**config.mk**
```make
export PLATFORM = sky130hd
export DESIGN_NAME = wav_stream_parse_decode_unit
export DESIGN_NICKNAME = d
export VERILOG_FILES = /design/src/rtl/core/wspd_pkg.sv /design/src/rtl/core/wspd_front.sv /design/src/rtl/core/wspd_queue.sv /design/src/rtl/core/wspd_back.sv /design/src/rtl/core/wav_stream_parse_decode_unit.sv
export SDC_FILE = /design/constraint.sdc
export NUM_CORES = 2
export LEC_CHECK = 0
export BUFFER_PORTS_ARGS = -buffer_cell sky130_fd_sc_hd__buf_2
export CAP_MARGIN = 20
export CORE_UTILIZATION = 40
export DETAILED_ROUTE_END_ITERATION = 7
export GPL_TIMING_DRIVEN = 0
export PLACE_DENSITY = 0.54
export SLEW_MARGIN = 0
export SYNTH_ARGS = -nofsm -noshare
export SYNTH_HDL_FRONTEND = slang
export SYNTH_SLANG_ARGS = --single-unit
```
**constraint.sdc**
```tcl
create_clock -name clock -period 8.2 [get_ports clock]
set_input_delay 1.64 -clock clock [delete_from_list [all_inputs] [get_ports clock]]
set_output_delay 1.64 -clock clock [all_outputs]
set_load 0.05 [all_outputs]
```
**src/rtl/core/wspd_pkg.sv**
```systemverilog
// ----------------------------------------------------------------------------
// wspd_pkg
// types, constants and helpers shared by the wav stream parse/decode block
// ----------------------------------------------------------------------------
package wspd_pkg;

   localparam logic [31:0] ID_RIFF  = 32'h4646_4952;
   localparam logic [31:0] ID_WAVE  = 32'h4556_4157;
   localparam logic [31:0] ID_FMT   = 32'h2074_6D66;
   localparam logic [31:0] ID_DATA  = 32'h6174_6164;
   localparam logic [31:0] MIN_FILE = 32'd44;
   localparam int unsigned QUEUE_DEPTH = 4;

   // audio format codes accepted in the fmt chunk
   localparam logic [15:0] FMT_PCM   = 16'd1;
   localparam logic [15:0] FMT_FLOAT = 16'd3;

   typedef enum logic [2:0] {
      PH_HEADER = 3'd0,
      PH_CHDR   = 3'd1,
      PH_FMT    = 3'd2,
      PH_SKIP   = 3'd3,
      PH_PAD    = 3'd4,
      PH_DATA   = 3'd5,
      PH_DONE   = 3'd6,
      PH_HALT   = 3'd7
   } phase_type;

   typedef enum logic [1:0] {
      KIND_FORMAT = 2'd0,
      KIND_SAMPLE = 2'd1,
      KIND_STATUS = 2'd2
   } kind_type;

   localparam logic [2:0] ST_OK        = 3'd0;
   localparam logic [2:0] ST_SHORT     = 3'd1;
   localparam logic [2:0] ST_NO_RIFF   = 3'd2;
   localparam logic [2:0] ST_NO_WAVE   = 3'd3;
   localparam logic [2:0] ST_BAD_FMT   = 3'd4;
   localparam logic [2:0] ST_NO_FMT    = 3'd5;
   localparam logic [2:0] ST_NO_DATA   = 3'd6;
   localparam logic [2:0] ST_BAD_WIDTH = 3'd7;

   typedef struct packed {
      logic [7:0] file_byte;
      logic       first_byte;
      logic       final_byte;
   } req_type;

   typedef struct packed {
      logic [1:0]         kind;
      logic signed [23:0] sample;
      logic [15:0]        channels;
      logic [31:0]        sample_rate;
      logic [15:0]        bits_per_sample;
      logic               is_float;
      logic [31:0]        data_offset;
      logic [31:0]        data_bytes;
      logic [2:0]         status;
      logic               last;
   } rsp_type;

   // classified work for the back part: up to one event result plus final status
   typedef enum logic [1:0] {
      EV_NONE   = 2'd0,
      EV_FORMAT = 2'd1,
      EV_WORD   = 2'd2,
      EV_ERROR  = 2'd3
   } event_type;

   typedef struct packed {
      event_type   ev;
      logic [31:0] word;
      logic [1:0]  nb;
      logic [2:0]  code;
      logic [15:0] channels;
      logic [31:0] sample_rate;
      logic [15:0] bits_per_sample;
      logic        is_float;
      logic [31:0] data_offset;
      logic [31:0] data_bytes;
      logic        fin;
      logic [2:0]  fin_status;
   } work_type;

   function automatic logic [23:0] float_to_q23(input logic [31:0] w);
      logic [7:0]  e;
      logic [22:0] m;
      logic [7:0]  sh;
      logic [23:0] mag;
      e = w[30:23];
      m = w[22:0];
      sh = 8'd127 - e;
      mag = '0;
      if (e == 8'hFF && m != '0) begin
         float_to_q23 = '0;
      end else if (e >= 8'd127) begin
         float_to_q23 = w[31] ? 24'h80_0000 : 24'h7F_FFFF;
      end else if (e == 8'd0) begin
         float_to_q23 = '0;
      end else begin
         if (sh < 8'd24) begin
            mag = {1'b1, m} >> sh[4:0];
         end
         float_to_q23 = w[31] ? (24'd0 - mag) : mag;
      end
   endfunction

endpackage

```
**src/rtl/core/wspd_front.sv**
```systemverilog
// ----------------------------------------------------------------------------
// wspd_front
// byte walker: tracks riff/chunk structure and classifies each request
// ----------------------------------------------------------------------------
module wspd_front
   import wspd_pkg::*;
(
   input  logic     clock,
   input  logic     reset,
   input  logic     in_valid,
   input  req_type  in_req,
   output logic     in_take,
   input  logic     q_full,
   output logic     wr_en,
   output work_type wr_work
);

   phase_type   phase_ff, phase_in;
   logic [31:0] count_ff, count_in;
   logic [31:0] id_ff, id_in;
   logic [31:0] clen_ff, clen_in;
   logic [31:0] left_ff, left_in;
   logic        pad_ff, pad_in;
   logic        fseen_ff, fseen_in;
   logic [15:0] fcode_ff, fcode_in;
   logic [15:0] chan_ff, chan_in;
   logic [31:0] rate_ff, rate_in;
   logic [15:0] width_ff, width_in;
   logic [31:0] asm_ff, asm_in;
   logic [1:0]  idx_ff, idx_in;
   logic [2:0]  err_ff, err_in;

   assign in_take = in_valid && !q_full;
   assign wr_en   = in_take;

   always_ff @(posedge clock) begin
      if (reset) begin
         phase_ff <= PH_HEADER;
         count_ff <= '0; id_ff <= '0; clen_ff <= '0; left_ff <= '0;
         pad_ff <= 1'b0; fseen_ff <= 1'b0; fcode_ff <= '0; chan_ff <= '0;
         rate_ff <= '0; width_ff <= '0; asm_ff <= '0; idx_ff <= '0; err_ff <= '0;
      end else if (in_take) begin
         phase_ff <= phase_in;
         count_ff <= count_in; id_ff <= id_in; clen_ff <= clen_in; left_ff <= left_in;
         pad_ff <= pad_in; fseen_ff <= fseen_in; fcode_ff <= fcode_in; chan_ff <= chan_in;
         rate_ff <= rate_in; width_ff <= width_in; asm_ff <= asm_in; idx_ff <= idx_in;
         err_ff <= err_in;
      end
   end

   always_comb begin
      logic [7:0]  b;
      logic [31:0] pos;
      logic [31:0] off;
      logic [31:0] left_dec;
      logic [2:0]  nbw;
      logic [31:0] asm_new;
      b = in_req.file_byte;
      phase_in = phase_ff;
      count_in = count_ff; id_in = id_ff; clen_in = clen_ff; left_in = left_ff;
      pad_in = pad_ff; fseen_in = fseen_ff; fcode_in = fcode_ff; chan_in = chan_ff;
      rate_in = rate_ff; width_in = width_ff; asm_in = asm_ff; idx_in = idx_ff;
      err_in = err_ff;
      if (in_req.first_byte) begin
         phase_in = PH_HEADER;
         count_in = '0; id_in = '0; clen_in = '0; left_in = '0;
         pad_in = 1'b0; fseen_in = 1'b0; fcode_in = '0; chan_in = '0;
         rate_in = '0; width_in = '0; asm_in = '0; idx_in = '0; err_in = '0;
      end
      pos = count_in;
      if (count_in != 32'hFFFF_FFFF) begin
         count_in = count_in + 32'd1;
      end
      left_dec = left_in - 32'd1;
      off = clen_in - left_in;
      nbw = width_in[5:3];
      asm_new = '0;

      wr_work = '0;
      wr_work.ev = EV_NONE;
      wr_work.nb = nbw[1:0];

      case (phase_in)
         PH_HEADER: begin
            id_in = {b, id_in[31:8]};
            if (pos == 32'd3 && id_in != ID_RIFF) begin
               wr_work.ev = EV_ERROR; wr_work.code = ST_NO_RIFF;
               err_in = ST_NO_RIFF; phase_in = PH_HALT;
            end else if (pos == 32'd11) begin
               if (id_in != ID_WAVE) begin
                  wr_work.ev = EV_ERROR; wr_work.code = ST_NO_WAVE;
                  err_in = ST_NO_WAVE; phase_in = PH_HALT;
               end else begin
                  phase_in = PH_CHDR; left_in = 32'd8;
               end
            end
         end
         PH_CHDR: begin
            if (left_in > 32'd4) begin
               id_in = {b, id_in[31:8]};
            end else begin
               clen_in = {b, clen_in[31:8]};
            end
            left_in = left_dec;
            if (left_dec == '0) begin
               // chunk header complete
               pad_in = clen_in[0];
               left_in = clen_in;
               if (id_in == ID_FMT) begin
                  fcode_in = '0; chan_in = '0; rate_in = '0; width_in = '0;
                  phase_in = PH_FMT;
                  if (clen_in == '0) begin
                     wr_work.ev = EV_ERROR; wr_work.code = ST_BAD_FMT;
                     err_in = ST_BAD_FMT; phase_in = PH_HALT;
                  end
               end else if (id_in == ID_DATA) begin
                  if (!fseen_in) begin
                     wr_work.ev = EV_ERROR; wr_work.code = ST_NO_FMT;
                     err_in = ST_NO_FMT; phase_in = PH_HALT;
                  end else if (width_in != 16'd8 && width_in != 16'd16 &&
                               width_in != 16'd24 && width_in != 16'd32) begin
                     wr_work.ev = EV_ERROR; wr_work.code = ST_BAD_WIDTH;
                     err_in = ST_BAD_WIDTH; phase_in = PH_HALT;
                  end else begin
                     wr_work.ev = EV_FORMAT;
                     wr_work.channels = chan_in;
                     wr_work.sample_rate = rate_in;
                     wr_work.bits_per_sample = width_in;
                     wr_work.is_float = (fcode_in == FMT_FLOAT);
                     wr_work.data_offset = count_in;
                     wr_work.data_bytes = clen_in;
                     asm_in = '0; idx_in = '0;
                     phase_in = (clen_in == '0) ? PH_DONE : PH_DATA;
                  end
               end else begin
                  phase_in = PH_SKIP;
                  if (clen_in == '0) begin
                     if (pad_in) begin
                        phase_in = PH_PAD;
                     end else begin
                        phase_in = PH_CHDR; left_in = 32'd8;
                     end
                  end
               end
            end
         end
         PH_FMT: begin
            if (off < 32'd2) begin
               fcode_in = fcode_in | (16'(b) << {off[0], 3'b000});
            end else if (off < 32'd4) begin
               chan_in = chan_in | (16'(b) << {off[0], 3'b000});
            end else if (off < 32'd8) begin
               rate_in = rate_in | (32'(b) << {off[1:0], 3'b000});
            end else if (off == 32'd14 || off == 32'd15) begin
               width_in = width_in | (16'(b) << {off[0], 3'b000});
            end
            left_in = left_dec;
            if (left_dec == '0) begin
               if (fcode_in != FMT_PCM && fcode_in != FMT_FLOAT) begin
                  wr_work.ev = EV_ERROR; wr_work.code = ST_BAD_FMT;
                  err_in = ST_BAD_FMT; phase_in = PH_HALT;
               end else begin
                  fseen_in = 1'b1;
                  if (pad_in) begin
                     phase_in = PH_PAD;
                  end else begin
                     phase_in = PH_CHDR; left_in = 32'd8;
                  end
               end
            end
         end
         PH_SKIP: begin
            left_in = left_dec;
            if (left_dec == '0) begin
               if (pad_in) begin
                  phase_in = PH_PAD;
               end else begin
                  phase_in = PH_CHDR; left_in = 32'd8;
               end
            end
         end
         PH_PAD: begin
            pad_in = 1'b0;
            phase_in = PH_CHDR; left_in = 32'd8;
         end
         PH_DATA: begin
            asm_new = asm_in | (32'(b) << {idx_in, 3'b000});
            if ({1'b0, idx_in} + 3'd1 >= nbw) begin
               wr_work.ev = EV_WORD;
               wr_work.word = asm_new;
               asm_in = '0; idx_in = '0;
            end else begin
               asm_in = asm_new; idx_in = idx_in + 2'd1;
            end
            left_in = left_dec;
            if (left_dec == '0) begin
               phase_in = PH_DONE;
            end
         end
         default: begin
         end
      endcase

      if (in_req.final_byte) begin
         wr_work.fin = 1'b1;
         if (count_in < MIN_FILE) begin
            wr_work.fin_status = ST_SHORT;
         end else if (phase_in == PH_HALT) begin
            wr_work.fin_status = err_in;
         end else if (phase_in == PH_DATA || phase_in == PH_DONE) begin
            wr_work.fin_status = ST_OK;
         end else if (phase_in == PH_FMT) begin
            wr_work.fin_status = ST_BAD_FMT;
         end else begin
            wr_work.fin_status = ST_NO_DATA;
         end
         phase_in = PH_HEADER;
         count_in = '0; id_in = '0; clen_in = '0; left_in = '0;
         pad_in = 1'b0; fseen_in = 1'b0; fcode_in = '0; chan_in = '0;
         rate_in = '0; width_in = '0; asm_in = '0; idx_in = '0; err_in = '0;
      end
   end

endmodule

```
**src/rtl/core/wspd_queue.sv**
```systemverilog
// ----------------------------------------------------------------------------
// wspd_queue
// short fifo between the front walker and the back emitter
// ----------------------------------------------------------------------------
module wspd_queue
   import wspd_pkg::*;
#(
   parameter int unsigned DEPTH = QUEUE_DEPTH
) (
   input  logic     clock,
   input  logic     reset,
   input  logic     wr_en,
   input  work_type wr_work,
   output logic     full,
   input  logic     rd_en,
   output logic     not_empty,
   output work_type rd_work
);

   localparam int unsigned AW = (DEPTH > 1) ? $clog2(DEPTH) : 1;

   work_type          mem_ff [DEPTH];
   logic [AW-1:0]     wp_ff, rp_ff;
   logic [AW:0]       cnt_ff;

   assign full      = (cnt_ff == (AW+1)'(DEPTH));
   assign not_empty = (cnt_ff != '0);
   assign rd_work   = mem_ff[rp_ff];

   always_ff @(posedge clock) begin
      if (wr_en) begin
         mem_ff[wp_ff] <= wr_work;
      end
   end

   always_ff @(posedge clock) begin
      if (reset) begin
         wp_ff <= '0; rp_ff <= '0; cnt_ff <= '0;
      end else begin
         if (wr_en) begin
            wp_ff <= (wp_ff == AW'(DEPTH-1)) ? '0 : wp_ff + AW'(1);
         end
         if (rd_en) begin
            rp_ff <= (rp_ff == AW'(DEPTH-1)) ? '0 : rp_ff + AW'(1);
         end
         cnt_ff <= cnt_ff + (AW+1)'(wr_en) - (AW+1)'(rd_en);
      end
   end

endmodule

```
**src/rtl/core/wspd_back.sv**
```systemverilog
// ----------------------------------------------------------------------------
// wspd_back
// result emitter: decodes sample words and sends event and final status
// ----------------------------------------------------------------------------
module wspd_back
   import wspd_pkg::*;
(
   input  logic     clock,
   input  logic     reset,
   input  logic     q_not_empty,
   input  work_type q_work,
   output logic     q_pop,
   output logic     out_valid,
   output rsp_type  out_rsp,
   input  logic     out_stall
);

   // set once the event result of the head entry has gone out
   logic    ev_done_ff, ev_done_in;
   logic    valid_ff, valid_in;
   rsp_type rsp_ff, rsp_in;

   assign out_valid = valid_ff;
   assign out_rsp   = rsp_ff;

   always_ff @(posedge clock) begin
      if (reset) begin
         ev_done_ff <= 1'b0;
         valid_ff   <= 1'b0;
      end else begin
         ev_done_ff <= ev_done_in;
         valid_ff   <= valid_in;
      end
      rsp_ff <= rsp_in;
   end

   always_comb begin
      logic has_ev;
      logic slot_free;
      logic [23:0] s;
      has_ev = (q_work.ev != EV_NONE) && !ev_done_ff;
      slot_free = !valid_ff || !out_stall;
      valid_in = valid_ff && out_stall;
      rsp_in = rsp_ff;
      ev_done_in = ev_done_ff;
      q_pop = 1'b0;
      s = '0;
      case (q_work.nb)
         2'd1:    s = {q_work.word[7:0] ^ 8'h80, 16'h0000};
         2'd2:    s = {q_work.word[15:0], 8'h00};
         2'd3:    s = q_work.word[23:0];
         default: s = float_to_q23(q_work.word);
      endcase
      if (slot_free && q_not_empty) begin
         if (has_ev || !q_work.fin) begin
            valid_in = (q_work.ev != EV_NONE);
            rsp_in = '0;
            case (q_work.ev)
               EV_FORMAT: begin
                  rsp_in.kind = KIND_FORMAT;
                  rsp_in.channels = q_work.channels;
                  rsp_in.sample_rate = q_work.sample_rate;
                  rsp_in.bits_per_sample = q_work.bits_per_sample;
                  rsp_in.is_float = q_work.is_float;
                  rsp_in.data_offset = q_work.data_offset;
                  rsp_in.data_bytes = q_work.data_bytes;
               end
               EV_WORD: begin
                  rsp_in.kind = KIND_SAMPLE;
                  rsp_in.sample = s;
               end
               EV_ERROR: begin
                  rsp_in.kind = KIND_STATUS;
                  rsp_in.status = q_work.code;
               end
               default: begin
               end
            endcase
            rsp_in.last = !q_work.fin;
            if (q_work.fin) begin
               ev_done_in = 1'b1;
            end else begin
               q_pop = 1'b1;
            end
         end else begin
            valid_in = 1'b1;
            rsp_in = '0;
            rsp_in.kind = KIND_STATUS;
            rsp_in.status = q_work.fin_status;
            rsp_in.last = 1'b1;
            q_pop = 1'b1;
            ev_done_in = 1'b0;
         end
      end
   end

endmodule

```
**src/rtl/core/wav_stream_parse_decode_unit.sv**
```systemverilog
// ----------------------------------------------------------------------------
// wav_stream_parse_decode_unit
// streaming riff/wave parser with pcm and float sample decode to q1.23
// ----------------------------------------------------------------------------
//  channel | direction | payload  | flow
//  req_    | in        | req_type | valid / stall
//  rsp_    | out       | rsp_type | valid / stall
//
// one byte is taken per cycle while the front/back queue has room
// the back part sends one result per cycle while rsp_ is not stalled; a byte
// with an event and a final status gives the event, then the status
// req_stall rises only when the queue is full, behind a stalled rsp_ or a
// run of bytes that each give two results
// reset clears walker state and the queue; no clearing pass
// ----------------------------------------------------------------------------
module wav_stream_parse_decode_unit
   import wspd_pkg::*;
#(
   parameter int unsigned QDEPTH = QUEUE_DEPTH
) (
   input  logic    clock,
   input  logic    reset,
   input  logic    req_valid,
   input  req_type req_data,
   output logic    req_stall,
   output logic    rsp_valid,
   output rsp_type rsp_data,
   input  logic    rsp_stall
);

   logic     take, q_full, wr_en, q_ne, q_pop;
   work_type wr_work, rd_work;

   assign req_stall = q_full;

   wspd_front u_front (
      .clock(clock), .reset(reset), .in_valid(req_valid), .in_req(req_data),
      .in_take(take), .q_full(q_full), .wr_en(wr_en), .wr_work(wr_work)
   );

   wspd_queue #(.DEPTH(QDEPTH)) u_queue (
      .clock(clock), .reset(reset), .wr_en(wr_en && take), .wr_work(wr_work),
      .full(q_full), .rd_en(q_pop), .not_empty(q_ne), .rd_work(rd_work)
   );

   wspd_back u_back (
      .clock(clock), .reset(reset), .q_not_empty(q_ne), .q_work(rd_work),
      .q_pop(q_pop), .out_valid(rsp_valid), .out_rsp(rsp_data), .out_stall(rsp_stall)
   );

endmodule

```
* Word-level counts from Yosys, hierarchy flattened
Memory sizes are Yosys's and may differ from the RTL's. A register that Yosys moved wholly into a read port is not among the register bits. Index checks and enable logic that the tools add are counted.
Operators by class: add/subtract/negate cells 11, order comparisons 8, equal/unequal tests 36, shift operators 4, multiplexer cells 182, bitwise gates (word level) 6, reduce and logical (&&, ||, !) cells 30
Operators with widths (count):
- 2-to-1 mux 32 bit | 42
- 2-to-1 mux 129 bit | 4
- 2-to-1 mux 16 bit | 20
- 2-to-1 mux 132 bit | 2
- 2-to-1 mux 24 bit | 10
- case mux 32 bit (2 select lines) | 3
- case mux 32 bit (6 select lines) | 1
- 2-to-1 mux 3 bit | 43
- == test 32 x 4 -> 1 bit, second input constant | 3
- case mux 16 bit (2 select lines) | 3
- case mux 24 bit (3 select lines) | 1
- logical NOT 32 bit | 2
- inequality test 32 x 31 -> 1 bit, second input constant | 2
- OR 32 bit | 2
- left shift 8 x 5 -> 32 bit | 2
- 2-to-1 mux 2 bit | 26
- OR 16 bit | 3
- 2-to-1 mux 34 bit | 1
- adder 32 x 1 -> 32 bit, second input constant | 1
- == test 32 x 2 -> 1 bit, second input constant | 1
- == test 32 x 30 -> 1 bit, second input constant | 1
- == test 32 x 31 -> 1 bit, second input constant | 1
- > comparator 32 x 3 -> 1 bit, second input constant | 1
- < comparator 32 x 2 -> 1 bit, second input constant | 1
- 48 further kinds | 101
Word-level totals: register bits after elaboration 418, bits in writable memories 688, bits of input ports 14, output and inout bits 161, logic and storage cells 307, memories 1
Memories:
- u_queue.mem_ff | depth 4, width 172, rd ports 1, clocked after memory_dff 1, write ports 1, line wspd_queue.sv:22 | work_type mem_ff [DEPTH];

* Depth between registers and ports, before layout
word-level depth 18, depth in mapped cells 28, depth with buffers taken out 19

* Modules after synthesis
A second synthesis with hierarchy kept.
Unflattened totals: cell total of the unflattened synthesis 4297, area, all modules 52486.6 µm²
By module, submodules not included:
- wspd_queue | instances 1, cells each 940, area each 25231.7 µm², sequential area each 20840.0 µm²
- wspd_front | instances 1, cells each 2637, area each 18644.1 µm², sequential area each 5004.8 µm²
- wspd_back | instances 1, cells each 719, area each 8604.5 µm², sequential area each 4814.6 µm²
- wav_stream_parse_decode_unit | instances 1, cells each 1, area each 6.3 µm², sequential area each 0.0 µm²

* Worst setup path before layout
Ideal clock, no wire load.
path kind input to register, start input port req_data[1] in the netlist's numbering, end memory u_queue.mem_ff[0][1] in the netlist's numbering, data pin, library setup time 225 ps, data arrival time 7575 ps, required time 7975 ps, setup slack 399 ps, stages on the path 26, path buffers 11, path through buf_2 > buf_4 > buf_4 > buf_2 > clkbuf_1 > clkbuf_1 > clkbuf_1 > clkbuf_1 > buf_1 > clkbuf_1 > nor2b_1 > ha_1 > clkbuf_1 > and3_1 > o2111ai_1 > o22ai_1 > a311oi_1 > or3b_2 > a2111oi_2 > nand4_1 > nor3_1 > o21ai_1 > a211oi_1 > nand2b_1 > nand3_1 > a311oi_1
RTL lines:
- start: declaration | line wav_stream_parse_decode_unit.sv:24 | input req_type req_data,
- end: declaration | line wspd_queue.sv:22

==> metrics.yaml <==
status:
  outcome: "complete, no violations"
final_layout:
  layout_commonest_cell: "edfxtp_1"
  area_growth_pct: 15.5
  post-route-cell-area_um2: 59700
  regArea_um2: 30700
  fin_nets: 4710
  final_cell_mix: "edfxtp_1, nor2_1, nand2_1, dfxtp_1, clkbuf_1"
  post_route_cells_drive_above_1_share_pct: 16.1
  final_cells: 6423
  fill_cells: 11700
  multi_input_area_um2: 20100
logic_synthesis:
  async_flop_share_pct: 0
  yosysTopAreaCell: "edfxtp_1"
  ys_ff_latch: 1108
  synth_edf_count: 847
  synthFlopType: "edfxtp_1"
  seq_area_frac_synth_pct: 59.3
  syn_avg_cell_area_um2: 12.1
  yosys.cell_types.count: 97
  syn_inst: 4286
  netlist_top_cells_area: "edfxtp_1, dfxtp_1, mux4_2"
  syn_area_um2: 51700
  synthDominantCellAreaShare_pct: 49.2
  ys_warn_count: 0
worst_setup_path:
  critPathArrivalTime_ns: 8.54
  path_common_cell: "buf_6"
  crit_type: "in2reg"
  slowest_stage: "or4b_1"
  max_stage_delay_ns: 0.55
  worstPathRequired_ns: 8.69
  r2r_slack_ns: 2.37
  cp-start-kind: "primary input"
  cp_max_fo: 10
  endpoint_kind: "flip-flop"
sta:
  max_freq_mhz: 124
  slew_violations: 0
  period_share_pct: 98.2
  maxSlewHeadroom_pct: 17.1
  fin_skew_ns: 0.0476
  tightestPinTransition_ns: 1.24
  fin_crit_ns: 8.05
  setup_viol: 0
  holdWs_ns: 0.449
  final-hold-violation-count: 0
  rsz0062_at_grt: "no"
floorplanning:
  coreArea_um2: 128000
  die_area_um2: 131000
  die_h_um: 362
  num_rows: 131
  io-pin-count: 175
  die_x_um: 362
  start_util_pct: 40.5
place:
  dp_hpwl_um: 123000
  dp.cells: 6199
  portBuffers: 173
  gp_congestion: 1.05
  postPlaceCellArea_um2: 55400
routing:
  viasPerCell: 5.96
  wl_met2_um: 77200
  wl_um: 171000
  highest-signal-layer: "met5"
  vias: 38300
  drtIter0Drc: 4270
  drcViolationCount: 0
  post_drt_wl_per_cell_um: 26.6
  dr_wl_met3_um: 13700
  met1Wirelength_um: 73500
  ant_nets: 0
  dr.pass1.iters: 6
clocking:
  root_buffer: "clkbuf_16"
  cts_sinks: 1108
  insertion_delay_ns: 0.77
  htree_num_levels: 3
  cts_tree: "built"
  clock_path_buffers: 3
  clk_pin_slew_ns: 0.06
  ctsHoldBuffers: 0
  numCtsBuffers: 116
flow_run:
  maxCapViolations: 0
global_routing:
  grt_use_total_pct: 25.9
  grt_overflow: 0
  grt_pass1_wl_um: 251000
  antenna_found_initial: 6
  grt_pass1_vias: 37000
  grt_max_degree: 56
power:
  leakagePower_uw: 0.0197
  p_total_uw: 19800
  ir_worst_vdd_mv: 0.207
  power.density_nw_per_um2: 332
hold_path:
  hp-class: "reg2reg"
sequential cells by signal (all words and copies together) (netlist names), 3 cells and up, named ones only:
name,count
u_front.chan_ff,16
u_front.left_ff,32
u_front.width_ff,16
u_front.asm_ff,32
u_front.id_ff,32
u_front.phase_ff,3
u_front.clen_ff,32
u_front.count_ff,32
u_front.err_ff,3
u_front.rate_ff,32
u_queue.cnt_ff,3
u_back.out_rsp,159
u_front.fcode_ff,16
u_queue.mem_ff,688
worst paths after layout:
| check | from | endpoint | cells past startpoint |
|---|---|---|---|
| worst min-delay path | u_front.chan_ff[4]$_SDFFE_PP0P_ | u_front.chan_ff[4]$_SDFFE_PP0P_ | 2 |
| worst max-delay path | req_data[1] | u_queue.mem_ff[0][1]$_DFFE_PP_ | 29 |
| worst max register to register | u_front.left_ff[13]$_SDFFE_PP0P_ | u_queue.mem_ff[3][7]$_DFFE_PP_ | 11 |
| worst min register to register | u_front.chan_ff[4]$_SDFFE_PP0P_ | u_front.chan_ff[4]$_SDFFE_PP0P_ | 2 |
final cells by class:
class,instances,share of cell area [%]
antenna,1,0.00419
buffer,293,2.21
clock buffer,153,5.33
clock inverter,68,1.06
inverter,65,0.415
multi-input combinational,2861,33.6
sequential,1108,51.3
tap,1662,3.48
timing repair buffer,212,2.53
logic make-up (layout without fill, tap and decap cells):
logic type                 count (synthesis)  in the layout  share of synthesized area [%]
other                                      1             53                        0.00725
muxes                                    281            281                           9.82
adders and majority gates                 39             39                          0.958
DFF                                     1108           1108                           59.3
and+or+nand+nor                         1534           1534                           14.7
buffers and inverters                    368            791                           2.82
AOI/OAI and AO/OA                        885            885                           11.2
xor gates and xnor gates                  70             70                           1.19
cells in the mapped netlist (17+ instances only):
master / n
edfxtp_1: 847
nor2_1: 510
nand2_1: 274
dfxtp_1: 261
clkbuf_1: 238
a21oi_1: 230
a22oi_1: 197
nor2b_1: 187
mux4_2: 176
o21ai_0: 175
nor3_1: 140
and2_1: 82
nand3_1: 70
inv_1: 62
mux2i_1: 57
nor4_1: 52
xnor2_1: 49
mux2_2: 47
nand4_1: 40
ha_1: 38
o22ai_1: 33
nand2b_1: 32
or3_1: 31
buf_2: 30
buf_1: 27
and3_1: 22
o211ai_1: 22
xor2_1: 21
a31oi_1: 20
a221o_1: 19
a211oi_1: 18
or2_2: 17
critical path: cells and delay by family:
kind,cells,cell delay [ns]
adders and majority gates,1,0.46
AOI/OAI and AO/OA,7,1.63
buffers and inverters,13,2.93
and+or+nand+nor,8,1.84
where the power goes:
| part | switching [uW] | leakage, uW | internal (uW) |
|---|---|---|---|
| combinational | 4970 | 0.00806 | 2380 |
| clock | 2280 | 0.00187 | 3020 |
| sequential | 209 | 0.00975 | 7000 |
| total | 7450 | 0.0197 | 12400 |
metal layers:
metal | vias to the layer above | global-route usage, %
met1 | 19200 | 36.1
met2 | 1729 | 40.0
met4 | 10 | 10.2
met3 | 375 | 4.66
met5 | - | 0
li1 | 17000 | -
timing repair:
action                                  in CTS  in global routing
resized for setup                           86                 23
buffers inserted                             7                  1
endpoints found under the setup margin     878                173
pin swaps                                    5                  3
per-stage QoR:
| step | setup TNS (ns) | utilization (%) | setup WS, ns |
|---|---|---|---|
| 2_1_floorplan | 0 | - | 0.399 |
| 3_3_place_gp | -5915.52 | 42.9 | -5.50 |
| 3_5_place_dp | -2828.95 | 43.3 | -5.43 |
| 4_1_cts | 0 | 46.6 | 0.00478 |
| 5_1_grt | 0 | 46.7 | 0.000673 |
| 6_report | 0 | 46.7 | 0.149 |
No activity file was read; power rests on OpenSTA's default activity.
